File: config.mk
export PLATFORM = sky130hd
export DESIGN_NAME = rle_mask_span_stamper
export DESIGN_NICKNAME = d
export VERILOG_FILES = /design/src/rms_pkg.sv /design/src/rle_mask_span_stamper.sv /design/src/rms_front.sv /design/src/rms_queue.sv /design/src/rms_back.sv
export SDC_FILE = /design/constraint.sdc
export NUM_CORES = 1
export LEC_CHECK = 0
export BUFFER_PORTS_ARGS = -buffer_cell sky130_fd_sc_hd__buf_4
export CAP_MARGIN = 20
export CORE_MARGIN = 4
export CORE_UTILIZATION = 30
export CTS_BUF_LIST = sky130_fd_sc_hd__clkbuf_16
export DETAILED_ROUTE_END_ITERATION = 6
export HOLD_SLACK_MARGIN = 0.1
export PLACE_DENSITY = 0.43
export SETUP_SLACK_MARGIN = 0.3
export SLEW_MARGIN = 20
export SYNTH_ARGS = -nofsm -noshare
export SYNTH_HDL_FRONTEND = slang
export SYNTH_HIERARCHICAL = 1
export SYNTH_SLANG_ARGS = --single-unit
File: constraint.sdc
create_clock -name clk -period 8.6 [get_ports clk]
set_input_delay 0.43 -clock clk [delete_from_list [all_inputs] [get_ports clk]]
set_output_delay 0.43 -clock clk [all_outputs]
set_load 0.02 [all_outputs]
File: src/rms_pkg.sv
// rms_pkg: shared types and constants for the run-length mask span stamper
// beat structs for both channels, the queue entry and the parser phase codes
// depends on nothing
package rms_pkg;

  // input beat: one byte of the encoded mask plus the stamp header fields
  typedef struct packed {
    logic        start_req;
    logic [15:0] origin_x;
    logic [15:0] origin_y;
    logic        clear;
    logic [7:0]  data_byte;
  } in_beat_t;

  // output beat: one write command for the cell map
  typedef struct packed {
    logic [23:0] map_address;
    logic [7:0]  run_length;
    logic        cell_value;
    logic        outside;
    logic        stamp_done;
  } out_beat_t;

  // signed widths of map column and row before the bounds check
  localparam int COL_W = 21;
  localparam int ROW_W = 19;

  // register widths and addresses
  localparam int REG_W  = 13;
  localparam int ADDR_W = 3;
  localparam logic REG_MAP_WIDTH  = 1'b0;
  localparam logic REG_MAP_HEIGHT = 1'b1;

  // queue between parser and address unit
  localparam int QUEUE_DEPTH = 4;
  localparam int QPTR_W      = 2;
  localparam int QCNT_W      = 3;

  // classified command handed from parser to address unit
  typedef struct packed {
    logic                    done;
    logic signed [COL_W-1:0] col;
    logic signed [ROW_W-1:0] row;
    logic [7:0]              size;
    logic                    cell_value;
  } cmd_t;

  // parser phases
  typedef enum logic [3:0] {
    PH_COUNT = 4'b0001,
    PH_SKIP  = 4'b0010,
    PH_SIZE  = 4'b0100,
    PH_DATA  = 4'b1000
  } phase_t;

endpackage

File: src/rle_mask_span_stamper.sv
// rle_mask_span_stamper: top level of the run-length mask span stamper
// holds the map size registers and ties parser, queue and address unit
// depends on rms_pkg, rms_front, rms_queue, rms_back
//
//   channel | direction | handshake             | beat
//   --------+-----------+-----------------------+-------------------------------
//   in      | in        | in_valid / in_stall   | rms_pkg::in_beat_t, one byte
//   out     | out       | out_valid / out_stall | rms_pkg::out_beat_t, one command
//   apb     | in        | psel/penable/pready   | map_width (0x0), map_height (0x4)
//
// one input byte per cycle; a byte is taken whenever the four-entry command
// queue has room, so in_stall rises only after out_stall has held it full.
// a span command passes from its size byte through the queue, the product stage and the add.
// reset clears the parser, queue and output valid; the registers go to 1024.
// no clearing pass: the block takes beats from the first cycle after reset.
module rle_mask_span_stamper #(
  parameter int MASK_ROWS   = 256,
  parameter int MASK_HALF   = 128,
  parameter int MAX_MAP_DIM = 4096
) (
  input  logic                        clk,
  input  logic                        rst,
  input  logic                        in_valid,
  output logic                        in_stall,
  input  rms_pkg::in_beat_t           in_data,
  output logic                        out_valid,
  input  logic                        out_stall,
  output rms_pkg::out_beat_t          out_data,
  input  logic                        psel,
  input  logic                        penable,
  input  logic                        pwrite,
  input  logic [rms_pkg::ADDR_W-1:0]  paddr,
  input  logic [31:0]                 pwdata,
  output logic [31:0]                 prdata,
  output logic                        pready
);

  logic [rms_pkg::REG_W-1:0] map_width;
  logic [rms_pkg::REG_W-1:0] map_height;
  logic                      cfg_wr;

  logic                      q_full;
  logic                      push;
  rms_pkg::cmd_t             push_cmd;
  logic                      pop;
  logic                      q_valid;
  rms_pkg::cmd_t             q_cmd;

  // configuration registers
  assign pready = 1'b1;
  assign cfg_wr = psel && penable && pwrite && pready;

  always_ff @(posedge clk) begin
    if (rst) begin
      map_width  <= rms_pkg::REG_W'(1024);
      map_height <= rms_pkg::REG_W'(1024);
    end else if (cfg_wr) begin
      unique case (paddr[2])
        rms_pkg::REG_MAP_WIDTH:  map_width  <= pwdata[rms_pkg::REG_W-1:0];
        rms_pkg::REG_MAP_HEIGHT: map_height <= pwdata[rms_pkg::REG_W-1:0];
        default: ;
      endcase
    end
  end

  // register readback
  always_comb begin
    unique case (paddr[2])
      rms_pkg::REG_MAP_WIDTH:  prdata = {19'b0, map_width};
      rms_pkg::REG_MAP_HEIGHT: prdata = {19'b0, map_height};
      default:                 prdata = '0;
    endcase
  end

  rms_front #(
    .MASK_ROWS (MASK_ROWS),
    .MASK_HALF (MASK_HALF)
  ) u_front (
    .clk      (clk),
    .rst      (rst),
    .in_valid (in_valid),
    .in_stall (in_stall),
    .in_data  (in_data),
    .q_full   (q_full),
    .push     (push),
    .push_cmd (push_cmd)
  );

  rms_queue u_queue (
    .clk        (clk),
    .rst        (rst),
    .push       (push),
    .push_cmd   (push_cmd),
    .full       (q_full),
    .pop        (pop),
    .head_valid (q_valid),
    .head_cmd   (q_cmd)
  );

  rms_back #(
    .MAX_MAP_DIM (MAX_MAP_DIM)
  ) u_back (
    .clk        (clk),
    .rst        (rst),
    .q_valid    (q_valid),
    .q_cmd      (q_cmd),
    .pop        (pop),
    .map_width  (map_width),
    .map_height (map_height),
    .out_valid  (out_valid),
    .out_stall  (out_stall),
    .out_data   (out_data)
  );

endmodule

File: src/rms_front.sv
// rms_front: byte parser of the run-length mask stream
// tracks rows, spans and data bytes and emits span or end-of-stamp commands
// depends on rms_pkg
module rms_front #(
  parameter int MASK_ROWS = 256,
  parameter int MASK_HALF = 128
) (
  input  logic             clk,
  input  logic             rst,
  input  logic             in_valid,
  output logic             in_stall,
  input  rms_pkg::in_beat_t in_data,
  input  logic             q_full,
  output logic             push,
  output rms_pkg::cmd_t    push_cmd
);

  localparam int RIW = $clog2(MASK_ROWS + 1);
  localparam logic [RIW-1:0] ROW_END = RIW'(MASK_ROWS);

  // parse state
  logic                  stamp_active, stamp_active_next;
  rms_pkg::phase_t       phase, phase_next;
  logic [RIW-1:0]        row_index, row_index_next;
  logic [7:0]            spans_left, spans_left_next;
  logic [7:0]            data_left, data_left_next;
  logic [17:0]           column_cursor, column_cursor_next;
  logic [15:0]           latched_x, latched_x_next;
  logic [15:0]           latched_y, latched_y_next;
  logic                  latched_clear, latched_clear_next;

  logic                  accept;
  logic                  emit;
  rms_pkg::cmd_t         cmd;
  logic                  span_end;
  logic                  row_end;
  logic [7:0]            spans_dec;
  logic [7:0]            data_dec;
  logic [RIW-1:0]        row_inc;
  logic [7:0]            b;

  assign in_stall = q_full;
  assign accept   = in_valid && !in_stall;
  assign b        = in_data.data_byte;

  // next parse state for the byte on the input
  always_comb begin
    stamp_active_next  = stamp_active;
    phase_next         = phase;
    row_index_next     = row_index;
    spans_left_next    = spans_left;
    data_left_next     = data_left;
    column_cursor_next = column_cursor;
    latched_x_next     = latched_x;
    latched_y_next     = latched_y;
    latched_clear_next = latched_clear;
    emit      = 1'b0;
    cmd       = '0;
    span_end  = 1'b0;
    row_end   = 1'b0;
    spans_dec = '0;
    data_dec  = '0;
    row_inc   = '0;

    // a start byte restarts the stamp regardless of the current one
    if (in_data.start_req) begin
      latched_x_next     = in_data.origin_x;
      latched_y_next     = in_data.origin_y;
      latched_clear_next = in_data.clear;
      stamp_active_next  = 1'b1;
      phase_next         = rms_pkg::PH_COUNT;
      row_index_next     = '0;
      spans_left_next    = '0;
      data_left_next     = '0;
      column_cursor_next = '0;
    end

    if (stamp_active_next) begin
      unique case (phase_next)
        rms_pkg::PH_COUNT: begin
          column_cursor_next = '0;
          if (b == 8'd0) begin
            row_end = 1'b1;
          end else begin
            spans_left_next = b;
            phase_next      = rms_pkg::PH_SKIP;
          end
        end
        rms_pkg::PH_SKIP: begin
          column_cursor_next = column_cursor_next + 18'(b);
          phase_next         = rms_pkg::PH_SIZE;
        end
        rms_pkg::PH_SIZE: begin
          if (b != 8'd0) begin
            emit           = 1'b1;
            cmd.done       = 1'b0;
            cmd.col        = $signed({5'b0, latched_x_next})
                           + $signed({3'b0, column_cursor_next})
                           - $signed(rms_pkg::COL_W'(MASK_HALF));
            cmd.row        = $signed({3'b0, latched_y_next})
                           + $signed(rms_pkg::ROW_W'(row_index_next))
                           - $signed(rms_pkg::ROW_W'(MASK_HALF));
            cmd.size       = b;
            cmd.cell_value = !latched_clear_next;
            column_cursor_next = column_cursor_next + 18'(b);
            data_left_next     = b;
            phase_next         = rms_pkg::PH_DATA;
          end else begin
            span_end = 1'b1;
          end
        end
        rms_pkg::PH_DATA: begin
          data_dec       = data_left_next - 8'(data_left_next != 8'd0);
          data_left_next = data_dec;
          if (data_dec == 8'd0) begin
            span_end = 1'b1;
          end
        end
        default: begin
          phase_next = rms_pkg::PH_COUNT;
        end
      endcase
    end

    // end of a span: count it off, maybe end the row
    if (span_end) begin
      spans_dec       = spans_left_next - 8'(spans_left_next != 8'd0);
      spans_left_next = spans_dec;
      if (spans_dec == 8'd0) begin
        row_end = 1'b1;
      end else begin
        phase_next = rms_pkg::PH_SKIP;
      end
    end

    // end of a row: the last row closes the stamp with a done marker
    if (row_end) begin
      row_inc            = row_index_next + RIW'(1);
      phase_next         = rms_pkg::PH_COUNT;
      spans_left_next    = '0;
      data_left_next     = '0;
      column_cursor_next = '0;
      if (row_inc >= ROW_END) begin
        stamp_active_next = 1'b0;
        row_index_next    = '0;
        emit              = 1'b1;
        cmd               = '0;
        cmd.done          = 1'b1;
      end else begin
        row_index_next = row_inc;
      end
    end
  end

  // control state
  always_ff @(posedge clk) begin
    if (rst) begin
      stamp_active  <= 1'b0;
      phase         <= rms_pkg::PH_COUNT;
      row_index     <= '0;
      spans_left    <= '0;
      data_left     <= '0;
      column_cursor <= '0;
    end else if (accept) begin
      stamp_active  <= stamp_active_next;
      phase         <= phase_next;
      row_index     <= row_index_next;
      spans_left    <= spans_left_next;
      data_left     <= data_left_next;
      column_cursor <= column_cursor_next;
    end
  end

  // stamp header fields
  always_ff @(posedge clk) begin
    if (accept) begin
      latched_x     <= latched_x_next;
      latched_y     <= latched_y_next;
      latched_clear <= latched_clear_next;
    end
  end

  assign push     = accept && emit;
  assign push_cmd = cmd;

  // idle parser sits at the start of row zero
  a_idle_clean: assert property (@(posedge clk) disable iff (rst)
    !stamp_active |-> (phase == rms_pkg::PH_COUNT) && (row_index == '0))
    else $error("idle parser not at row start");

endmodule

File: src/rms_queue.sv
// rms_queue: short command queue between the parser and the address unit
// register array with read and write pointers and a fill count
// depends on rms_pkg
module rms_queue (
  input  logic          clk,
  input  logic          rst,
  input  logic          push,
  input  rms_pkg::cmd_t push_cmd,
  output logic          full,
  input  logic          pop,
  output logic          head_valid,
  output rms_pkg::cmd_t head_cmd
);

  rms_pkg::cmd_t                 entries [rms_pkg::QUEUE_DEPTH];
  logic [rms_pkg::QPTR_W-1:0]    wr_ptr;
  logic [rms_pkg::QPTR_W-1:0]    rd_ptr;
  logic [rms_pkg::QCNT_W-1:0]    count;

  assign full       = (count == rms_pkg::QCNT_W'(rms_pkg::QUEUE_DEPTH));
  assign head_valid = (count != '0);
  assign head_cmd   = entries[rd_ptr];

  // entry storage
  always_ff @(posedge clk) begin
    if (push) begin
      entries[wr_ptr] <= push_cmd;
    end
  end

  // pointers and fill count
  always_ff @(posedge clk) begin
    if (rst) begin
      wr_ptr <= '0;
      rd_ptr <= '0;
      count  <= '0;
    end else begin
      if (push) begin
        wr_ptr <= wr_ptr + rms_pkg::QPTR_W'(1);
      end
      if (pop) begin
        rd_ptr <= rd_ptr + rms_pkg::QPTR_W'(1);
      end
      if (push && !pop) begin
        count <= count + rms_pkg::QCNT_W'(1);
      end else if (pop && !push) begin
        count <= count - rms_pkg::QCNT_W'(1);
      end
    end
  end

  a_no_overrun: assert property (@(posedge clk) disable iff (rst)
    (full |-> !push) and (!head_valid |-> !pop))
    else $error("queue pushed when full or popped when empty");

endmodule

File: src/rms_back.sv
// rms_back: bounds check and linear address for each queued command
// stage one checks bounds and multiplies row by width, stage two adds column
// depends on rms_pkg
module rms_back #(
  parameter int MAX_MAP_DIM = 4096
) (
  input  logic                        clk,
  input  logic                        rst,
  input  logic                        q_valid,
  input  rms_pkg::cmd_t               q_cmd,
  output logic                        pop,
  input  logic [rms_pkg::REG_W-1:0]   map_width,
  input  logic [rms_pkg::REG_W-1:0]   map_height,
  output logic                        out_valid,
  input  logic                        out_stall,
  output rms_pkg::out_beat_t          out_data
);

  localparam logic [16:0] DIM_CAP = 17'(MAX_MAP_DIM);

  logic [16:0]                    w_cap;
  logic [16:0]                    h_cap;
  logic signed [rms_pkg::COL_W-1:0] col_end;
  logic                           outside;
  logic [25:0]                    prod;
  logic [25:0]                    sum;

  logic                           out_free;
  logic                           s1_load_ok;
  logic                           s1_adv;

  // stage one registers
  logic                           s1_valid;
  logic                           s1_done;
  logic                           s1_outside;
  logic [25:0]                    s1_prod;
  logic [rms_pkg::REG_W-1:0]      s1_col;
  logic [7:0]                     s1_len;
  logic                           s1_val;

  // stage hand-off
  assign out_free   = !out_valid || !out_stall;
  assign s1_adv     = s1_valid && out_free;
  assign s1_load_ok = !s1_valid || out_free;
  assign pop        = q_valid && s1_load_ok;

  // map size capped at the largest supported dimension
  always_comb begin
    w_cap = ({4'b0, map_width} < DIM_CAP) ? {4'b0, map_width} : DIM_CAP;
    h_cap = ({4'b0, map_height} < DIM_CAP) ? {4'b0, map_height} : DIM_CAP;
  end

  // bounds check and row product
  always_comb begin
    col_end = q_cmd.col + $signed({13'b0, q_cmd.size});
    outside = !q_cmd.done &&
              (q_cmd.col[rms_pkg::COL_W-1] ||
               (col_end > $signed({4'b0, w_cap})) ||
               q_cmd.row[rms_pkg::ROW_W-1] ||
               (q_cmd.row >= $signed({2'b0, h_cap})));
    prod    = {13'b0, q_cmd.row[rms_pkg::REG_W-1:0]} * {13'b0, w_cap[rms_pkg::REG_W-1:0]};
  end

  always_ff @(posedge clk) begin
    if (rst) begin
      s1_valid <= 1'b0;
    end else if (s1_load_ok) begin
      s1_valid <= q_valid;
    end
  end

  always_ff @(posedge clk) begin
    if (pop) begin
      s1_done    <= q_cmd.done;
      s1_outside <= outside;
      s1_prod    <= prod;
      s1_col     <= q_cmd.col[rms_pkg::REG_W-1:0];
      s1_len     <= q_cmd.size;
      s1_val     <= q_cmd.cell_value;
    end
  end

  // address add into the output register
  assign sum = s1_prod + 26'(s1_col);

  always_ff @(posedge clk) begin
    if (rst) begin
      out_valid <= 1'b0;
    end else if (out_free) begin
      out_valid <= s1_valid;
    end
  end

  always_ff @(posedge clk) begin
    if (s1_adv) begin
      out_data.map_address <= (s1_done || s1_outside) ? 24'd0 : sum[23:0];
      out_data.run_length  <= s1_len;
      out_data.cell_value  <= s1_val;
      out_data.outside     <= s1_outside;
      out_data.stamp_done  <= s1_done;
    end
  end

  a_outside_addr: assert property (@(posedge clk) disable iff (rst)
    (out_valid && out_data.outside) |-> (out_data.map_address == 24'd0) &&
                                        !out_data.stamp_done)
    else $error("outside span carries an address or done flag");

  a_done_marker: assert property (@(posedge clk) disable iff (rst)
    (out_valid && out_data.stamp_done) |-> (out_data.run_length == 8'd0) &&
                                           !out_data.cell_value &&
                                           (out_data.map_address == 24'd0))
    else $error("done marker carries span fields");

endmodule
==> results.sh, run 1 <==
export IMPL_synthAdderAreaFrac_pct=18.3
export IMPL_grt_remaining_overflow=0
export IMPL_final_core_util_pct=34.3
export IMPL_cts_tree="built"
export IMPL_initial_core_util_pct=30.2
export IMPL_antenna_found_initial=2
export IMPL_h_tree_depth=2
export IMPL_final_nets=2915
export IMPL_portBuffers=112
export IMPL_yosysWarnings=6
export IMPL_ir_drop_uv=133
export IMPL_die_area_um2=93700
export IMPL_worstPathRequired_ns=8.89
export IMPL_synth_top_family_by_area="adder cells"
export IMPL_ys_types=98
export IMPL_arrival_ns=6.98
export IMPL_tightest_slew_ns=1.06
export IMPL_status="completed"
export IMPL_cts_resized=0
export IMPL_p_leak_nw=12.4
export IMPL_clk_latency_ns=0.61
export IMPL_post_cts_buffers=0
export IMPL_dp_cells=3627
export IMPL_mappedNetlistArea_um2=26700
export IMPL_grt_first_pass_wirelength_um=108000
export IMPL_p_per_area_nw_per_um2=224
export IMPL_synth_area_per_cell_um2=11.0
export IMPL_maxCapViolCount=0
export IMPL_final_setup_worst_slack_ns=1.92
export IMPL_die_w_um=306
export IMPL_switching_power_mw=2.27
export IMPL_synth_main_ff_cell="edfxtp_1"
export IMPL_drt_iter0_markers=1036
export IMPL_crit_type="reg -> reg"
export IMPL_hold_class="in -> reg"
export IMPL_syn2layout_area_growth_pct=13.4
export IMPL_antenna_left=0
export IMPL_pin_count=154
export IMPL_post_drt_wl_per_cell_um=18.4
export IMPL_grt_pass1_vias=18800
export IMPL_async_flop_share_pct=0
export IMPL_max_slew_margin_pct=29.2
export IMPL_layout_commonest_cell="edfxtp_1"
export IMPL_drtPass1Iterations=5
export IMPL_drc_errors=0
export IMPL_p_int_mw=4.50
export IMPL_coreArea_um2=88200
export IMPL_synth_edf_count=316
export IMPL_skew_ns=0.0306
export IMPL_placed_area_um2=28500
export IMPL_drive_above_1_share_pct=12.8
export IMPL_sw_frac_of_total_pct=33.5
export IMPL_finalSetupTns_ns=0
export IMPL_min_period_ns=6.68
export IMPL_slew_viol_final=0
export IMPL_die_h_um=306
export IMPL_fmax_mhz=150
export IMPL_cts_root_buf="clkbuf_16"
export IMPL_finalSetupViolations=0
export IMPL_clock_sinks=401
export IMPL_hold_viol=0
export IMPL_seqPwrFrac_pct=37.7
export IMPL_n_antenna_cell=0
export IMPL_clkPwrFrac_pct=31.5
export IMPL_stdcell_count=3721
export IMPL_rsz0062_at_grt="false"
export IMPL_grt_max_degree=59
export IMPL_post_route_period_util_pct=77.7
export IMPL_crit_fanout=50
export IMPL_p_comb_share_pct=30.8
export IMPL_synth_cells=2425
export IMPL_drt_vias_per_instance=4.78
export IMPL_muxShareOfSynthArea_pct=7.29
export IMPL_synth_xor_area_share_pct=2.92
export IMPL_yosysSeqAreaShare_pct=42.0
export IMPL_routed_via_count=17800
export IMPL_grt_util_all_layers_pct=14.5
export IMPL_clk_pin_slew_ns=0.06
export IMPL_reg2regPathDepth=16
export IMPL_ys_ff_latch=401
export IMPL_routed_wl_um=68400
export IMPL_cts_made_buffers=49
export IMPL_synth_simple_gate_area_share_pct=13.8
export IMPL_preCtsSetupSlack_ns=1.79
export IMPL_start_kind="register"
export IMPL_clk_path_buf_depth=3
export IMPL_final_cell_area_um2=30300
export IMPL_post_dp_hpwl_um=49900
export IMPL_synth_compound_area_share_pct=9.22
export IMPL_whs_path_depth=3
export IMPL_cp_end_kind="register"
export IMPL_gp_congestion=0.824
export IMPL_final_cell_mix="316 x edfxtp_1, 290 x inv_1, 195 x nand2_1, 188 x ha_1, 153 x nor2_1"
export IMPL_num_rows=109
[layer usage]
metal	vias to the layer above	part of all wire, %	GRT usage, %
met5	-	0	0
met2	326	48	25.0
li1	8626	-	-
met1	8739	46	19.2
met3	98	3.9	2.28
met4	0	2.1	3.44
[synthesized netlist by cell type, drive strengths merged, types with 12 or more instances]
| cell | instances | area share [%] |
|---|---|---|
| nor3 | 32 | 0.62 |
| a22oi | 12 | 0.34 |
| fa | 126 | 9.5 |
| nand3 | 44 | 0.84 |
| o211ai | 14 | 0.41 |
| mux2i | 49 | 1.8 |
| o21ai | 85 | 1.6 |
| and3 | 13 | 0.31 |
| buf | 49 | 1.6 |
| xor2 | 32 | 1.1 |
| mux4 | 50 | 4.2 |
| o21a | 16 | 0.45 |
| nand4 | 16 | 0.40 |
| ha | 188 | 8.8 |
| nor2 | 154 | 2.2 |
| inv | 279 | 3.9 |
| edfxtp | 316 | 36 |
| nor2b | 49 | 1.1 |
| mux2 | 29 | 1.2 |
| nand2b | 55 | 1.3 |
| xnor2 | 57 | 1.9 |
| or3 | 15 | 0.37 |
| nand2 | 195 | 2.7 |
| nor4 | 18 | 0.45 |
| a21o | 28 | 0.79 |
| and2 | 107 | 2.5 |
| a21oi | 110 | 2.1 |
| clkbuf | 62 | 0.91 |
| dfxtp | 85 | 6.4 |
[stage by stage]
stage / hold slack, ns / power (mW)
2_1_floorplan: 0.400 / 4.12
3_3_place_gp: 0.406 / 4.70
3_5_place_dp: 0.407 / 4.71
4_1_cts: 0.103 / 6.91
5_1_grt: 0.127 / 7.24
6_report: 0.142 / 6.77
[logic make-up (layout without fill, tap and decap cells)]
logic type      count (synthesis)  in the layout
xor+xnor                       89             89
buf+inv                       392            505
compound gates                371            371
other cells                     2             20
fa+ha+maj                     314            314
mux                           128            128
flops                         401            401
simple gates                  728            728
[sequential cells by signal (all words and copies together), names as in the netlist, named ones only]
| signal | cells |
|---|---|
| map_height | 13 |
| map_width | 13 |
| u_back/out_data | 35 |
| u_back/out_valid | 1 |
| u_back/s1_col | 13 |
| u_back/s1_done | 1 |
| u_back/s1_len | 8 |
| u_back/s1_outside | 1 |
| u_back/s1_prod | 24 |
| u_back/s1_val | 1 |
| u_back/s1_valid | 1 |
| u_front/column_cursor | 18 |
| u_front/data_left | 8 |
| u_front/latched_clear | 1 |
| u_front/latched_x | 16 |
| u_front/latched_y | 16 |
| u_front/phase | 4 |
| u_front/row_index | 9 |
| u_front/spans_left | 8 |
| u_front/stamp_active | 1 |
| u_queue/count | 3 |
| u_queue/entries | 200 |
| u_queue/rd_ptr | 2 |
| u_queue/wr_ptr | 2 |
[worst max-delay path: stages (launching register included)]
cell      delay [ns]
dfxtp_4         0.89
mux4_2          0.60
and2_1          0.26
fa_1            0.52
fa_1            0.53
fa_1            0.53
fa_1            0.55
inv_1           0.06
fa_1            0.53
inv_1           0.04
ha_1            0.37
inv_1           0.10
or3_1           0.44
or2_2           0.31
o21ai_1         0.27
mux2i_1         0.21
o311ai_0        0.16
[layout make-up]
| cell class | count | area (um^2) |
|---|---|---|
| Fill cell | 8783 | 58000 |
| Sequential cell | 401 | 11200 |
| Timing Repair Buffer | 134 | 1020 |
| Multi-Input combinational cell | 1650 | 13900 |
| Clock inverter | 41 | 447 |
| Tap cell | 1165 | 1460 |
| Inverter | 281 | 1050 |
| Clock buffer | 49 | 1230 |
[power by group through the flow]
| stage | Combinational (mW) | Clock [mW] | Sequential (mW) |
|---|---|---|---|
| after floorplan | 1.58 | 0 | 2.54 |
| after global placement | 2.10 | 0 | 2.60 |
| after global routing | 2.35 | 2.30 | 2.59 |
| after detailed placement | 2.11 | 0 | 2.61 |
| final | 2.08 | 2.13 | 2.55 |
| after CTS | 2.12 | 2.22 | 2.57 |
[worst paths after layout]
check / from / slack [ns] / end
hold / removal: pwdata[8] / 0.14 / map_height[8]
hold reg to reg: u_back/s1_len[3] / 0.42 / u_back/out_data[6]
setup / recovery: register / 1.92 / u_back/s1_prod[23]
setup reg to reg: register / 1.92 / u_back/s1_prod[23]
[repair_timing]
action                                 in CTS  in global routing
endpoints found under the hold margin       6                  0
hold buffers                                4                  0
setup endpoints to repair                   0                  0
Note: power is estimated with default switching activity, not from simulation.
==> inputs of run 2 (changes only) <==
- clock period: 8.6 -> 6.26 ns (I/O delays scaled with it)
==> results.sh, run 2 (same netlist as run 1, synthesis figures left out) <==
export IMPL_cp_slowest_cell="mux4_2"
export IMPL_crit_chain="buf_12 -> buf_6 -> mux4_2 -> buf_6 -> and2_4 -> fa_1 -> inv_2 -> fa_2 -> inv_2 -> fa_1 -> fa_1 -> inv_2 -> fa_2 -> inv_2 -> ha_4 -> nor2_4 -> a2111oi_4 -> nor2_4 -> o21ai_4 -> mux2i_1 -> o311ai_1"
export IMPL_die_h_um=306
export IMPL_final_setup_worst_slack_ns=0.407
export IMPL_hold_start="in_data[0]"
export IMPL_rsz0062_at_grt="true"
export IMPL_grt_remaining_overflow=0
export IMPL_num_rows=109
export IMPL_arrival_ns=6.19
export IMPL_layout_commonest_cell="edfxtp_1"
export IMPL_maxCapViolCount=0
export IMPL_die_w_um=306
export IMPL_drt_iter0_markers=1140
export IMPL_routed_wl_um=71400
export IMPL_p_per_area_nw_per_um2=303
export IMPL_clock_sinks=401
export IMPL_drc_errors=0
export IMPL_top_register="u_queue/entries"
export IMPL_rr_endpoint="u_back/s1_prod[23]"
export IMPL_post_drt_wl_per_cell_um=18.4
export IMPL_hold_class="in -> reg"
export IMPL_grt_max_degree=52
export IMPL_grt_util_all_layers_pct=15.0
export IMPL_hold_viol=0
export IMPL_reg2regPathDepth=21
export IMPL_finalSetupTns_ns=0
export IMPL_status="completed"
export IMPL_max_slew_margin_pct=38.4
export IMPL_antenna_left=0
export IMPL_worstPathRequired_ns=6.59
export IMPL_n_fill_cell=8660
export IMPL_routed_via_count=18500
export IMPL_coreArea_um2=88200
export IMPL_grt_pass1_vias=19300
export IMPL_fmax_mhz=171
export IMPL_start_kind="register"
export IMPL_gp_congestion=0.824
export IMPL_cts_root_buf="clkbuf_16"
export IMPL_skew_ns=0.0389
export IMPL_largest_reg_flops=200
export IMPL_p_leak_nw=13.2
export IMPL_cp_end_kind="register"
export IMPL_drive_above_1_share_pct=20.4
export IMPL_tightest_slew_ns=0.920
export IMPL_crit_type="reg -> reg"
export IMPL_slew_viol_final=0
export IMPL_clk_pin_slew_ns=0.06
export IMPL_crit_fanout=6
export IMPL_syn2layout_area_growth_pct=20.8
export IMPL_regToRegSetupSlack_ns=0.41
export IMPL_clk_latency_ns=0.63
export IMPL_post_dp_hpwl_um=51500
export IMPL_final_cell_mix="316 x edfxtp_1, 258 x inv_1, 213 x buf_4, 191 x nand2_1, 175 x ha_1"
export IMPL_pin_count=154
export IMPL_top_regs="u_queue/entries x200, u_back/out_data x35, u_back/s1_prod x24"
export IMPL_h_tree_depth=2
export IMPL_clk_path_buf_depth=3
export IMPL_drt_vias_per_instance=4.76
export IMPL_die_area_um2=93700
export IMPL_finalSetupViolations=0
export IMPL_grt_first_pass_wirelength_um=111000
export IMPL_critPathMostFrequentCell="inv_2"
export IMPL_min_period_ns=5.85
export IMPL_final_nets=3066
export IMPL_cts_tree="built"
export IMPL_post_route_period_util_pct=93.5
export IMPL_critPathMaxStageDelay_ns=0.62
export IMPL_critical_path_endpoint="u_back/s1_prod[23]"
export IMPL_ir_drop_uv=225
export IMPL_antenna_found_initial=1
export IMPL_drtPass1Iterations=6
export IMPL_cts_made_buffers=51
export IMPL_initial_core_util_pct=30.2
export IMPL_portBuffers=112
export IMPL_preCtsSetupSlack_ns=0.119
## run 2: cell types whose count changed in the layout (fill, tap and decap cells not counted), sizes merged
cell and delta:
buf +102, bufinv -2, clkbuf +2, clkinv +7, clkinvlp -2, diode +3
dlygate4sd3 +44, inv -1, mux4 +3
## run 2: final cells by class
type	count	area, um^2	area share, %
Tap cell	1165	1460	4.53
Clock buffer	51	1280	3.96
Timing Repair Buffer	280	2350	7.31
Sequential cell	401	11200	34.8
Inverter	281	1050	3.28
Multi-Input combinational cell	1653	14400	44.6
Antenna cell	3	7.51	0.0233
Clock inverter	43	474	1.47
## run 2: what timing repair did
action                                  in CTS  in global routing
pin swaps                                   15                 84
endpoints found under the setup margin       9                133
buffers inserted                            16                 26
resized for setup                           28                123
hold buffers                                48                  0
gates cloned                                 3                  0
hold endpoints to repair                    61                  0
## run 2: stage by stage
stage	hold WS, ns	instance area, um^2	utilization (%)	std cells	power (mW)
2_1_floorplan	0.382	26700	-	2443	5.67
3_3_place_gp	0.405	29000	32.9	3687	6.52
3_5_place_dp	0.408	29000	32.9	3687	6.55
4_1_cts	0.102	31600	35.8	3848	9.78
5_1_grt	0.122	32200	36.5	3874	10.4
6_report	0.140	32200	36.5	3877	9.75
## run 2: power breakdown
| group | leakage, nW | internal (mW) | total [mW] | switching (mW) |
|---|---|---|---|---|
| logic | 8.46 | 1.40 | 3.29 | 1.89 |
| clock network | 0.854 | 1.76 | 3.02 | 1.26 |
| registers | 3.90 | 3.26 | 3.43 | 0.169 |
| total | 13.2 | 6.42 | 9.75 | 3.32 |
## run 2: worst min-delay path by stage
stage | endpoint | slack (ns) | cells past startpoint
finish | u_front/column_cursor[0] | 0.14 | 3
global placement | u_back/out_data[4] | 0.41 | 0
detailed placement | u_back/out_data[5] | 0.41 | 0
floorplan | u_back/s1_valid | 0.38 | 1
CTS | map_width[7] | 0.10 | 3
global route | u_front/column_cursor[0] | 0.12 | 3
## run 2: per-layer routing
| layer | track usage [%] | routed length (um) | part of all wire [%] |
|---|---|---|---|
| met1 | 20.3 | 32900 | 46 |
| met2 | 24.9 | 33600 | 47 |
| met3 | 2.46 | 3020 | 4.2 |
| met4 | 4.36 | 1890 | 2.6 |
| met5 | 0 | 0 | 0 |
## run 2: critical path: cells and delay by family, from the launching register on
kind	cells	cell delay [ns]
adders and majority gates	6	2.90
and+or+nand+nor	3	0.30
buffers and inverters	7	0.57
muxes	2	0.82
AOI/OAI and AO/OA	3	0.55
DFF	1	0.41
